## src/rtl/rws_pkg.sv

```systemverilog
// Shared types, command codes, register indexes and constants of the report wake scheduler.
package rws_pkg;

    // Field widths
    localparam int CMD_W     = 2;
    localparam int TIME_W    = 64;
    localparam int MS_W      = 32;
    localparam int CFG_IDX_W = 3;
    localparam int CFG_W     = 32;

    // Retry table
    localparam int RETRY_LEVELS = 4;
    localparam int LVL_W        = 2;

    // Commands
    localparam logic [CMD_W-1:0] CMD_CLEAR   = 2'd0;
    localparam logic [CMD_W-1:0] CMD_SUCCESS = 2'd1;
    localparam logic [CMD_W-1:0] CMD_FAIL    = 2'd2;
    localparam logic [CMD_W-1:0] CMD_QUERY   = 2'd3;

    // Configuration register indexes
    localparam logic [CFG_IDX_W-1:0] REG_METER_IV   = 3'd0;
    localparam logic [CFG_IDX_W-1:0] REG_BATT_IV    = 3'd1;
    localparam logic [CFG_IDX_W-1:0] REG_RETRY_0    = 3'd2;
    localparam logic [CFG_IDX_W-1:0] REG_RETRY_LAST = 3'(2 + RETRY_LEVELS - 1);

    // Largest wake delay
    localparam logic [MS_W-1:0] MS_MAX = '1;

    // Remainder width: any (diff - 1) at or above 1000 * (2^32 - 1) saturates,
    // and that bound fits in 42 bits.
    localparam int REM_W = 42;
    localparam logic [REM_W-1:0] SAT_LIMIT = 42'd4294967295000;

    // floor(y / 125) = (y * DIV_RECIP) >> DIV_SHIFT, exact for y < 2^39
    localparam int Y_W       = REM_W - 3;
    localparam int DIV_SHIFT = 46;
    localparam int RECIP_W   = 40;
    localparam int HALF_W    = 20;
    localparam logic [RECIP_W-1:0] DIV_RECIP = 40'd562949953422;

    // Beat handed from the deadline stages to the wake delay divider
    typedef struct packed {
        logic [TIME_W-1:0] due;
        logic [TIME_W-1:0] now;
        logic [MS_W-1:0]   retry;
        logic              batt_due;
    } t_wake_req;

endpackage

```

## src/rtl/rws_in_if.sv

```systemverilog
// Command channel: valid/ready handshake with the command beat payload.
interface rws_in_if;
    logic                        valid;
    logic                        ready;
    logic [rws_pkg::CMD_W-1:0]   command;
    logic [rws_pkg::TIME_W-1:0]  now_time_us;
    logic                        batt_tried;

    modport source (output valid, command, now_time_us, batt_tried, input ready);
    modport sink   (input valid, command, now_time_us, batt_tried, output ready);
endinterface

```

## src/rtl/rws_out_if.sv

```systemverilog
// Result channel: valid/ready handshake with the result beat payload.
interface rws_out_if;
    logic                      valid;
    logic                      ready;
    logic [rws_pkg::MS_W-1:0]  retry_delay_ms;
    logic [rws_pkg::MS_W-1:0]  wake_delay_ms;
    logic                      battery_is_due;

    modport source (output valid, retry_delay_ms, wake_delay_ms, battery_is_due, input ready);
    modport sink   (input valid, retry_delay_ms, wake_delay_ms, battery_is_due, output ready);
endinterface

```

## src/rtl/rws_wake_div.sv

```systemverilog
// Wake delay pipeline: ceil((due - now) / 1000) with saturation, four stages.
module rws_wake_div (
    input  logic                i_clk,
    input  logic                i_rst_n,
    input  logic                i_req_valid,
    output logic                o_req_ready,
    input  rws_pkg::t_wake_req  i_req,
    rws_out_if.source           o_out
);

    localparam logic [rws_pkg::HALF_W-1:0] RECIP_HI =
        rws_pkg::DIV_RECIP[rws_pkg::RECIP_W-1:rws_pkg::HALF_W];
    localparam logic [rws_pkg::HALF_W-1:0] RECIP_LO =
        rws_pkg::DIV_RECIP[rws_pkg::HALF_W-1:0];
    localparam int YH_W   = rws_pkg::Y_W - rws_pkg::HALF_W;
    localparam int PHH_W  = YH_W + rws_pkg::HALF_W;
    localparam int PLL_W  = 2 * rws_pkg::HALF_W;
    localparam int MID_W  = PLL_W + 1;
    localparam int PROD_W = rws_pkg::Y_W + rws_pkg::RECIP_W;

    // Stage valids and advance terms
    logic r3_vld, r4_vld, r5_vld, r6_vld;
    logic adv3, adv4, adv5, adv6;

    assign adv6        = !r6_vld || o_out.ready;
    assign adv5        = !r5_vld || adv6;
    assign adv4        = !r4_vld || adv5;
    assign adv3        = !r3_vld || adv4;
    assign o_req_ready = adv3;

    // Stage 3: m = due - now - 1, positive-difference flag, high-bit check
    logic [rws_pkg::TIME_W-1:0] n3_m;
    logic [rws_pkg::REM_W-1:0]  r3_m;
    logic                       r3_hi_nz, r3_pos, r3_batt_due;
    logic [rws_pkg::MS_W-1:0]   r3_retry;

    assign n3_m = i_req.due + ~i_req.now;

    // Stage 4: saturation and partial products of y * recip
    logic [rws_pkg::Y_W-1:0]    y3;
    logic [YH_W-1:0]            y3_hi;
    logic [rws_pkg::HALF_W-1:0] y3_lo;
    logic [PHH_W-1:0]           r4_hh, r4_hl;
    logic [PLL_W-1:0]           r4_lh, r4_ll;
    logic                       r4_sat, r4_pos, r4_batt_due;
    logic [rws_pkg::MS_W-1:0]   r4_retry;

    assign y3    = r3_m[rws_pkg::REM_W-1:3];
    assign y3_hi = y3[rws_pkg::Y_W-1:rws_pkg::HALF_W];
    assign y3_lo = y3[rws_pkg::HALF_W-1:0];

    // Stage 5: cross terms summed
    logic [MID_W-1:0]           r5_mid;
    logic [PHH_W-1:0]           r5_hh;
    logic [PLL_W-1:0]           r5_ll;
    logic                       r5_sat, r5_pos, r5_batt_due;
    logic [rws_pkg::MS_W-1:0]   r5_retry;

    // Stage 6: full product, quotient and final wake delay
    logic [PROD_W-1:0]          prod5;
    logic [rws_pkg::MS_W-1:0]   quot5;
    logic [rws_pkg::MS_W-1:0]   n6_wake;
    logic [rws_pkg::MS_W-1:0]   r6_wake, r6_retry;
    logic                       r6_batt_due;

    assign prod5 = {r5_hh, {(2 * rws_pkg::HALF_W){1'b0}}}
                 + {{(PROD_W - MID_W - rws_pkg::HALF_W){1'b0}}, r5_mid,
                    {rws_pkg::HALF_W{1'b0}}}
                 + {{(PROD_W - PLL_W){1'b0}}, r5_ll};
    assign quot5 = prod5[rws_pkg::DIV_SHIFT + rws_pkg::MS_W - 1:rws_pkg::DIV_SHIFT];

    always_comb begin
        if (!r5_pos) begin
            n6_wake = '0;
        end else if (r5_sat) begin
            n6_wake = rws_pkg::MS_MAX;
        end else begin
            n6_wake = quot5 + rws_pkg::MS_W'(1);
        end
    end

    // Valid bits
    always_ff @(posedge i_clk) begin
        if (!i_rst_n) begin
            r3_vld <= 1'b0;
            r4_vld <= 1'b0;
            r5_vld <= 1'b0;
            r6_vld <= 1'b0;
        end else begin
            if (adv3) r3_vld <= i_req_valid;
            if (adv4) r4_vld <= r3_vld;
            if (adv5) r5_vld <= r4_vld;
            if (adv6) r6_vld <= r5_vld;
        end
    end

    // Payload registers
    always_ff @(posedge i_clk) begin
        if (adv3 && i_req_valid) begin
            r3_m        <= n3_m[rws_pkg::REM_W-1:0];
            r3_hi_nz    <= |n3_m[rws_pkg::TIME_W-1:rws_pkg::REM_W];
            r3_pos      <= i_req.due > i_req.now;
            r3_retry    <= i_req.retry;
            r3_batt_due <= i_req.batt_due;
        end
        if (adv4 && r3_vld) begin
            r4_hh       <= y3_hi * RECIP_HI;
            r4_hl       <= y3_hi * RECIP_LO;
            r4_lh       <= y3_lo * RECIP_HI;
            r4_ll       <= y3_lo * RECIP_LO;
            r4_sat      <= r3_hi_nz || (r3_m >= rws_pkg::SAT_LIMIT);
            r4_pos      <= r3_pos;
            r4_retry    <= r3_retry;
            r4_batt_due <= r3_batt_due;
        end
        if (adv5 && r4_vld) begin
            r5_mid      <= {{(MID_W - PHH_W){1'b0}}, r4_hl} + {1'b0, r4_lh};
            r5_hh       <= r4_hh;
            r5_ll       <= r4_ll;
            r5_sat      <= r4_sat;
            r5_pos      <= r4_pos;
            r5_retry    <= r4_retry;
            r5_batt_due <= r4_batt_due;
        end
        if (adv6 && r5_vld) begin
            r6_wake     <= n6_wake;
            r6_retry    <= r5_retry;
            r6_batt_due <= r5_batt_due;
        end
    end

    assign o_out.valid          = r6_vld;
    assign o_out.retry_delay_ms = r6_retry;
    assign o_out.wake_delay_ms  = r6_wake;
    assign o_out.battery_is_due = r6_batt_due;

endmodule

```

## src/rtl/report_wake_scheduler_core.sv

```systemverilog
// Report wake scheduler: deadline state, retry table and wake delay pipeline.
//
// Use: a command beat (clear, report succeeded, report failed, query) with
// the current time in microseconds enters on i_in; every command gives one
// result beat on o_out with the retry delay (failure only), the wake delay
// in ms until the earliest set deadline, and the battery-due flag.
// Intervals and the retry table are written through i_cfg_we / i_cfg_idx /
// i_cfg_data; the user must write them only while no command is in flight,
// which the block itself does not enforce. A command beat passes through the
// input register, deadline update, earliest-deadline select, then four
// stages that compute the rounded-up divide by 1000 with saturation.
// Throughput: one command per cycle while the receiver takes results; the
// deadline and retry-level update is a single register stage, so each
// command sees the state left by the one before it.
// Reset clears the deadlines, the retry level, all configuration registers
// and every stage valid bit. When the receiver stalls, results hold in the
// output register and bubbles further back are squeezed out; i_in.ready
// drops only once all seven stages hold a beat.
module report_wake_scheduler_core (
    input  logic                              i_clk,
    input  logic                              i_rst_n,
    input  logic                              i_cfg_we,
    input  logic [rws_pkg::CFG_IDX_W-1:0]     i_cfg_idx,
    input  logic [rws_pkg::CFG_W-1:0]         i_cfg_data,
    rws_in_if.sink                            i_in,
    rws_out_if.source                         o_out
);

    // Configuration registers
    logic [rws_pkg::MS_W-1:0] r_meter_iv, r_batt_iv;
    logic [rws_pkg::MS_W-1:0] r_retry_dly [rws_pkg::RETRY_LEVELS];
    logic [rws_pkg::LVL_W-1:0] cfg_rel;

    assign cfg_rel = rws_pkg::LVL_W'(i_cfg_idx - rws_pkg::REG_RETRY_0);

    always_ff @(posedge i_clk) begin
        if (!i_rst_n) begin
            r_meter_iv <= '0;
            r_batt_iv  <= '0;
            for (int i = 0; i < rws_pkg::RETRY_LEVELS; i++) begin
                r_retry_dly[i] <= '0;
            end
        end else if (i_cfg_we) begin
            case (i_cfg_idx)
                rws_pkg::REG_METER_IV: r_meter_iv <= i_cfg_data;
                rws_pkg::REG_BATT_IV:  r_batt_iv  <= i_cfg_data;
                default: begin
                    if (i_cfg_idx inside {[rws_pkg::REG_RETRY_0:rws_pkg::REG_RETRY_LAST]}) begin
                        r_retry_dly[cfg_rel] <= i_cfg_data;
                    end
                end
            endcase
        end
    end

    // Stage handshake
    logic r0_vld, r1_vld, r2_vld;
    logic adv1, adv2, req_ready;

    assign adv2       = !r2_vld || req_ready;
    assign adv1       = !r1_vld || adv2;
    assign i_in.ready = !r0_vld || adv1;

    // Stage 0: input register
    logic [rws_pkg::CMD_W-1:0]  r0_cmd;
    logic [rws_pkg::TIME_W-1:0] r0_now;
    logic                       r0_batt;

    always_ff @(posedge i_clk) begin
        if (i_in.valid && i_in.ready) begin
            r0_cmd  <= i_in.command;
            r0_now  <= i_in.now_time_us;
            r0_batt <= i_in.batt_tried;
        end
    end

    // Stage 1: deadline and retry-level update
    logic [rws_pkg::TIME_W-1:0] r_meter_dl, r_batt_dl, n_meter_dl, n_batt_dl;
    logic [rws_pkg::LVL_W-1:0]  r_lvl, n_lvl, lvl_idx;
    logic [rws_pkg::MS_W-1:0]   n1_retry, r1_retry;
    logic [rws_pkg::TIME_W-1:0] r1_now;
    logic [rws_pkg::TIME_W-1:0] meter_ext, batt_ext, meter_us, batt_us;

    // interval * 1000 as (x << 10) - (x << 4) - (x << 3)
    assign meter_ext = {{(rws_pkg::TIME_W - rws_pkg::MS_W){1'b0}}, r_meter_iv};
    assign batt_ext  = {{(rws_pkg::TIME_W - rws_pkg::MS_W){1'b0}}, r_batt_iv};
    assign meter_us  = (meter_ext << 10) - (meter_ext << 4) - (meter_ext << 3);
    assign batt_us   = (batt_ext << 10) - (batt_ext << 4) - (batt_ext << 3);

    // Table index clamped to the last level
    assign lvl_idx = (r_lvl >= rws_pkg::LVL_W'(rws_pkg::RETRY_LEVELS - 1))
                   ? rws_pkg::LVL_W'(rws_pkg::RETRY_LEVELS - 1) : r_lvl;

    always_comb begin
        n_meter_dl = r_meter_dl;
        n_batt_dl  = r_batt_dl;
        n_lvl      = r_lvl;
        n1_retry   = '0;
        case (r0_cmd)
            rws_pkg::CMD_CLEAR: begin
                n_meter_dl = '0;
                n_batt_dl  = '0;
                n_lvl      = '0;
            end
            rws_pkg::CMD_SUCCESS: begin
                n_meter_dl = r0_now + meter_us;
                if (r0_batt) begin
                    n_batt_dl = r0_now + batt_us;
                end
                n_lvl = '0;
            end
            rws_pkg::CMD_FAIL: begin
                n1_retry = r_retry_dly[lvl_idx];
                if (r_lvl < rws_pkg::LVL_W'(rws_pkg::RETRY_LEVELS - 1)) begin
                    n_lvl = r_lvl + rws_pkg::LVL_W'(1);
                end
            end
            rws_pkg::CMD_QUERY: begin
                n1_retry = '0;
            end
            default: begin
                n1_retry = '0;
            end
        endcase
    end

    // Stage 2: earliest set deadline and battery-due flag
    logic [rws_pkg::TIME_W-1:0] n2_due, r2_due, r2_now;
    logic [rws_pkg::MS_W-1:0]   r2_retry;
    logic                       r2_batt_due;

    always_comb begin
        n2_due = r_meter_dl;
        if (r_meter_dl == '0 || (r_batt_dl != '0 && r_batt_dl < r_meter_dl)) begin
            n2_due = r_batt_dl;
        end
    end

    // Control state and valid bits
    always_ff @(posedge i_clk) begin
        if (!i_rst_n) begin
            r0_vld     <= 1'b0;
            r1_vld     <= 1'b0;
            r2_vld     <= 1'b0;
            r_meter_dl <= '0;
            r_batt_dl  <= '0;
            r_lvl      <= '0;
        end else begin
            if (i_in.ready) r0_vld <= i_in.valid;
            if (adv1)       r1_vld <= r0_vld;
            if (adv2)       r2_vld <= r1_vld;
            if (adv1 && r0_vld) begin
                r_meter_dl <= n_meter_dl;
                r_batt_dl  <= n_batt_dl;
                r_lvl      <= n_lvl;
            end
        end
    end

    // Stage 1 and 2 payload
    always_ff @(posedge i_clk) begin
        if (adv1 && r0_vld) begin
            r1_now   <= r0_now;
            r1_retry <= n1_retry;
        end
        if (adv2 && r1_vld) begin
            r2_due      <= n2_due;
            r2_now      <= r1_now;
            r2_retry    <= r1_retry;
            r2_batt_due <= (r_batt_dl == '0) || (r1_now >= r_batt_dl);
        end
    end

    // Wake delay divider and output register
    rws_pkg::t_wake_req req;

    assign req.due      = r2_due;
    assign req.now      = r2_now;
    assign req.retry    = r2_retry;
    assign req.batt_due = r2_batt_due;

    rws_wake_div u_wake_div (
        .i_clk       (i_clk),
        .i_rst_n     (i_rst_n),
        .i_req_valid (r2_vld),
        .o_req_ready (req_ready),
        .i_req       (req),
        .o_out       (o_out)
    );

endmodule

```

## src/flat_wrapper.sv

```systemverilog
// flat-port wrapper written by rule: the top's interface ports become plain ports
module report_wake_scheduler_core_flat 
  (i_clk, i_rst_n, i_cfg_we, i_cfg_idx, i_cfg_data, i_in_valid, i_in_command, i_in_now_time_us, i_in_batt_tried, i_in_ready, o_out_valid, o_out_retry_delay_ms, o_out_wake_delay_ms, o_out_battery_is_due, o_out_ready);
  rws_in_if i_in_i ();
  rws_out_if o_out_i ();
  input  logic i_clk;
  input  logic i_rst_n;
  input  logic i_cfg_we;
  input  logic [rws_pkg::CFG_IDX_W-1:0] i_cfg_idx;
  input  logic [rws_pkg::CFG_W-1:0] i_cfg_data;
  input wire logic [$bits(i_in_i.valid)-1:0] i_in_valid;
  input wire logic [$bits(i_in_i.command)-1:0] i_in_command;
  input wire logic [$bits(i_in_i.now_time_us)-1:0] i_in_now_time_us;
  input wire logic [$bits(i_in_i.batt_tried)-1:0] i_in_batt_tried;
  output wire logic [$bits(i_in_i.ready)-1:0] i_in_ready;
  output wire logic [$bits(o_out_i.valid)-1:0] o_out_valid;
  output wire logic [$bits(o_out_i.retry_delay_ms)-1:0] o_out_retry_delay_ms;
  output wire logic [$bits(o_out_i.wake_delay_ms)-1:0] o_out_wake_delay_ms;
  output wire logic [$bits(o_out_i.battery_is_due)-1:0] o_out_battery_is_due;
  input wire logic [$bits(o_out_i.ready)-1:0] o_out_ready;
  assign i_in_i.valid = i_in_valid;
  assign i_in_i.command = i_in_command;
  assign i_in_i.now_time_us = i_in_now_time_us;
  assign i_in_i.batt_tried = i_in_batt_tried;
  assign i_in_ready = i_in_i.ready;
  assign o_out_valid = o_out_i.valid;
  assign o_out_retry_delay_ms = o_out_i.retry_delay_ms;
  assign o_out_wake_delay_ms = o_out_i.wake_delay_ms;
  assign o_out_battery_is_due = o_out_i.battery_is_due;
  assign o_out_i.ready = o_out_ready;
  report_wake_scheduler_core u_core (.i_clk(i_clk), .i_rst_n(i_rst_n), .i_cfg_we(i_cfg_we), .i_cfg_idx(i_cfg_idx), .i_cfg_data(i_cfg_data), .i_in(i_in_i), .o_out(o_out_i));
endmodule
```

## config.mk

```make
export PLATFORM = sky130hd
export DESIGN_NAME = report_wake_scheduler_core_flat
export DESIGN_NICKNAME = d
export VERILOG_FILES = /design/src/rtl/rws_pkg.sv /design/src/rtl/rws_in_if.sv /design/src/rtl/rws_out_if.sv /design/src/rtl/rws_wake_div.sv /design/src/rtl/report_wake_scheduler_core.sv /design/src/flat_wrapper.sv
export SDC_FILE = /design/constraint.sdc
export NUM_CORES = 2
export LEC_CHECK = 0
export BUFFER_PORTS_ARGS = -buffer_cell sky130_fd_sc_hd__buf_4
export CAP_MARGIN = 20
export CORE_ASPECT_RATIO = 0.7
export CORE_MARGIN = 4
export CORE_UTILIZATION = 65
export CTS_BUF_LIST = sky130_fd_sc_hd__clkbuf_8
export CTS_CLUSTER_DIAMETER = 200
export DETAILED_ROUTE_END_ITERATION = 8
export GPL_ROUTABILITY_DRIVEN = 0
export PLACE_DENSITY = 0.8
export RECOVER_POWER = 50
export SETUP_SLACK_MARGIN = 0.3
export SLEW_MARGIN = 20
export SYNTH_ARGS = -nofsm -noshare
export SYNTH_HDL_FRONTEND = slang
export SYNTH_SLANG_ARGS = --single-unit
export TNS_END_PERCENT = 30
```

## constraint.sdc

```tcl
create_clock -name i_clk -period 19 [get_ports i_clk]
set_input_delay 1.9 -clock i_clk [delete_from_list [all_inputs] [get_ports i_clk]]
set_output_delay 1.9 -clock i_clk [all_outputs]
set_load 0.05 [all_outputs]
```

==> summary.md <==
| Metric | Value |
|---|---|
| Die Y-Extent | `305.9 microns` |
| Max-slew violation count | `811` |
| Buffers on Ports | `173` |
| Total global routing track utilization | `0.3196` |
| Hold Crit Start | `u_core.u_wake_div.r4_retry[30]` |
| Status | `finished, violations left` |
| Asr flop ratio synth | `0` |
| WL final | `212.7 mm` |
| Filler cells | `8847` |
| Wirelength per Cell | `21.74 microns` |
| CTS tree | `done` |
| Sinks on Clock Net | `1089` |
| Row count | `108` |
| Hold Crit Class | `register to register` |
| Mapped Area | `82420 sq um` |
| Clk buf depth | `3` |
| Area of the die | `132600 sq um` |
| Detail Route Antenna Nets | `0` |
| Vias | `59960` |
| Detailed placement HPWL | `168.5 mm` |
| Largest net degree at the start of global routing | `152` |
| GR Layer Usage met2 | `0.4790` |
| Max Freq | `0.09836 GHz` |
| Crit Path Class | `primary input to register` |
| Final #Nets | `9624` |
| Post-synthesis mux area share | `0.009337` |
| Slew Limit Headroom | `-4.487` |
| Reg2reg setup slack | `9550 ps` |
| RSZ-0062 raised after global routing | `no` |
| H-Tree Depth | `4` |
| Setup Viol. Count Final | `0` |
| DRT Pass-1 Iters | `6` |
| Starting Density | `0.6601` |
| Final hold viol count | `0` |
| Reg2Reg Depth | `7` |
| Met1 Track Usage GR | `0.4661` |
| Slew @ Worst Pin | `8230 ps` |
| Initial antenna violation count | `6` |
| Post-Syn Nets | `9438` |
| Setup Skew | `56.57 ps` |
| Highest-count cells in the layout ignoring fill and taps | `inv_1, ha_1, edfxtp_1` |
| Worst hold path endpoint | `u_core.u_wake_div.r5_retry[30]` |
| Share of post-route cells with drive strength above 1 | `0.06026` |
| Tcrit/Tclk final | `0.5351` |
| Largest family of logic cells by synthesized area | `adder cells` |
| R2R Path Start | `u_core.r_lvl[0]` |
| Ys flop type | `edfxtp_1` |
| Critical path arrival | `10360 ps` |
| First-pass GRT wire length | `331.9 mm` |
| Setup crit start kind | `primary input` |
| Post-Synth Simple-Gate Area | `0.1030` |
| Post-cts gate resize count | `0` |
| Grt ovf | `0` |
| GR Util met3 | `0.06766` |
| Syn Inst Count | `7814` |
| Crit path max fanout | `151` |
| Post-layout min period | `10170 ps` |
| Area of the core | `124900 sq um` |
| Failing checks | `capacitance limit, slew limit` |
| DR iter-0 viols | `7037` |
| Avg Vias per Cell | `6.128` |
| Layout area overhead | `7.513%` |
| Required time of the critical path | `19190 ps` |
| Commonest non-fill, non-tap cell in the layout | `inv_1` |
| TNS Setup | `0 ps` |
| Final core occ | `0.7097` |
| Hold depth | `0` |
| Clock root buffer | `clkbuf_8` |
| Die width | `433.6 microns` |
| Num CTS Buffers | `165` |
| Hold_buf cts | `0` |
| Peak VDD IR | `0.1189 mV` |
| Register area share after synthesis | `0.3724` |
| Area share of fa/ha/maj cells after synthesis | `0.2747` |
| # Max-Cap Violations | `17` |
| Count of different cell masters after synthesis | `102` |
| Post-CTS Setup Bufs | `0` |
| P_leak | `38.75 nW` |
| Yosys warns | `0` |
| Vias in the first global route | `59070` |
| Grt peak-use layer | `met2` |
| IO Pins | `174` |
| XOR/XNOR share of the synthesized area | `0.04495` |
| P per Cell Area | `99.24 nW/um^2` |
| CP Capture Type | `register` |
| Reg2Reg Capture Point | `u_core.r1_retry[23]` |
| Clock-pin slew on the worst setup and hold paths | `70 ps` |
| Number of flops mapped to enable cells by yosys | `888` |
| Compound-gate portion of the synthesized area | `0.1305` |
| Seq cells post-synth | `1089` |
| DRC Markers | `0` |
| Worst-skew pair later-pin latency | `880 ps` |
| Mapped Avg Cell Area | `10.55 sq um` |
[per-layer routing]
metal / up-vias / routed length, microns / part of all wire
met3: 454 / 21860 / 0.10
met1: 28870 / 91230 / 0.43
met4: 6 / 7924 / 0.037
met2: 2972 / 91680 / 0.43
met5: - / 38 / 0.00018
li1: 27660 / - / -
[critical path, stage by stage]
cell,delay (ps)
clkbuf_4,100
nor2b_1,60
and2_0,260
a21boi_0,1960
clkbuf_1,5650
[worst max path at each step]
stage	endpoint	cells past startpoint	slack [ps]	from
after global placement	u_core.u_wake_div.r4_ll[39]	24	11720	u_core.u_wake_div.r3_m[8]
final	u_core.u_wake_div.r4_hl[1]	5	8830	o_out_ready
after CTS	u_core.u_wake_div.r4_hl[38]	22	11620	u_core.u_wake_div.r3_m[32]
after global routing	u_core.u_wake_div.r4_hl[1]	5	8070	o_out_ready
after detailed placement	u_core.u_wake_div.r4_hl[38]	22	11610	u_core.u_wake_div.r3_m[32]
after floorplan	u_core.u_wake_div.r4_batt_due	3	3930	o_out_ready
[sequential cells by signal (all words and copies together) (netlist names), 35 cells and up]
signal	cells
u_core.r2_due	64
u_core.u_wake_div.r4_lh	37
u_core.u_wake_div.r5_hh	37
u_core.r1_now	64
u_core.u_wake_div.r3_m	39
u_core.r_meter_dl	64
u_core.u_wake_div.r5_mid	40
u_core.u_wake_div.r4_hl	38
u_core.r_retry_dly	128
u_core.u_wake_div.r4_hh	35
u_core.r_batt_dl	64
u_core.r2_now	64
u_core.r0_now	64
[layout make-up]
type                            count  area (sq um)  share of cell area
Multi-Input combinational cell   5303         46420              0.5239
Inverter                         1229          4613             0.05206
Clock buffer                      176          2422             0.02734
Timing Repair Buffer              212          1483             0.01673
Sequential cell                  1089         30690              0.3464
Clock inverter                    123         909.6             0.01027
Antenna cell                        2         5.005          0.00005648
Tap cell                         1650          2064             0.02330
[synthesized netlist by cell type, types with 9 or more instances]
master,count,area [sq um]
inv_1,1229,4613
ha_1,1032,12910
edfxtp_1,888,26670
fa_1,485,9709
nand2_1,457,1715
a21oi_1,455,2277
o21ai_0,320,1602
xnor2_1,301,2636
nor2_1,242,908.4
a21o_1,224,1682
dfxtp_1,201,4024
nor2b_1,191,1195
clkbuf_1,174,653.1
and2_1,159,994.7
xor2_1,122,1069
nand4_1,112,700.7
nand3_1,102,510.5
nand2b_1,81,506.7
a21boi_0,79,593.1
nor3_1,75,375.4
a211oi_1,73,548.0
mux2i_1,72,720.7
nor4_1,61,381.6
a22oi_1,59,442.9
o21a_1,57,427.9
o21bai_1,57,427.9
a31oi_1,45,281.5
and3_1,44,275.3
a311oi_1,42,367.9
o211ai_1,34,255.2
or3_1,30,187.7
buf_2,17,85.08
o21ai_1,17,85.08
or2_2,17,106.4
a211o_1,16,140.1
a221oi_1,13,113.9
a41oi_1,13,113.9
and4_1,13,113.9
o31ai_1,13,97.59
nor3b_1,11,82.58
a221o_1,9,90.09
a31o_2,9,78.83
o2111ai_1,9,78.83
o22ai_1,9,56.30
[through the flow]
step	power (mW)	cells	instance area (sq um)	setup slack (ps)	hold slack, ps
final	8.794	9784	88610	8833	413.9
after global routing	9.336	9784	88610	8070	416.0
after CTS	8.735	9782	88780	11620	409.5
after detailed placement	6.749	9483	85440	11610	404.5
after global placement	6.638	9483	85430	11720	402.4
after floorplan	5.766	7814	82420	3931	400.3
[kinds of logic (layout without fill, tap and decap cells)]
group                    count (synthesis)  count (layout)
AO/OA/AOI/OAI                         1650            1650
multiplexers                            76              76
adder cells (fa/ha/maj)               1519            1519
XOR/XNOR                               423             423
buffers and inverters                 1422            1740
AND/OR/NAND/NOR                       1635            1635
other                                    0               2
flip-flops                            1089            1089
[power by group]
group / internal, mW / total (mW) / leakage, nW / switching, mW
logic: 1.64 / 3.99 / 27.0 / 2.36
registers: 2.74 / 2.81 / 9.91 / 0.0690
clock network: 1.03 / 1.99 / 1.87 / 0.955
total: 5.41 / 8.79 / 38.7 / 3.38
No activity file was read; power rests on OpenSTA's default activity.
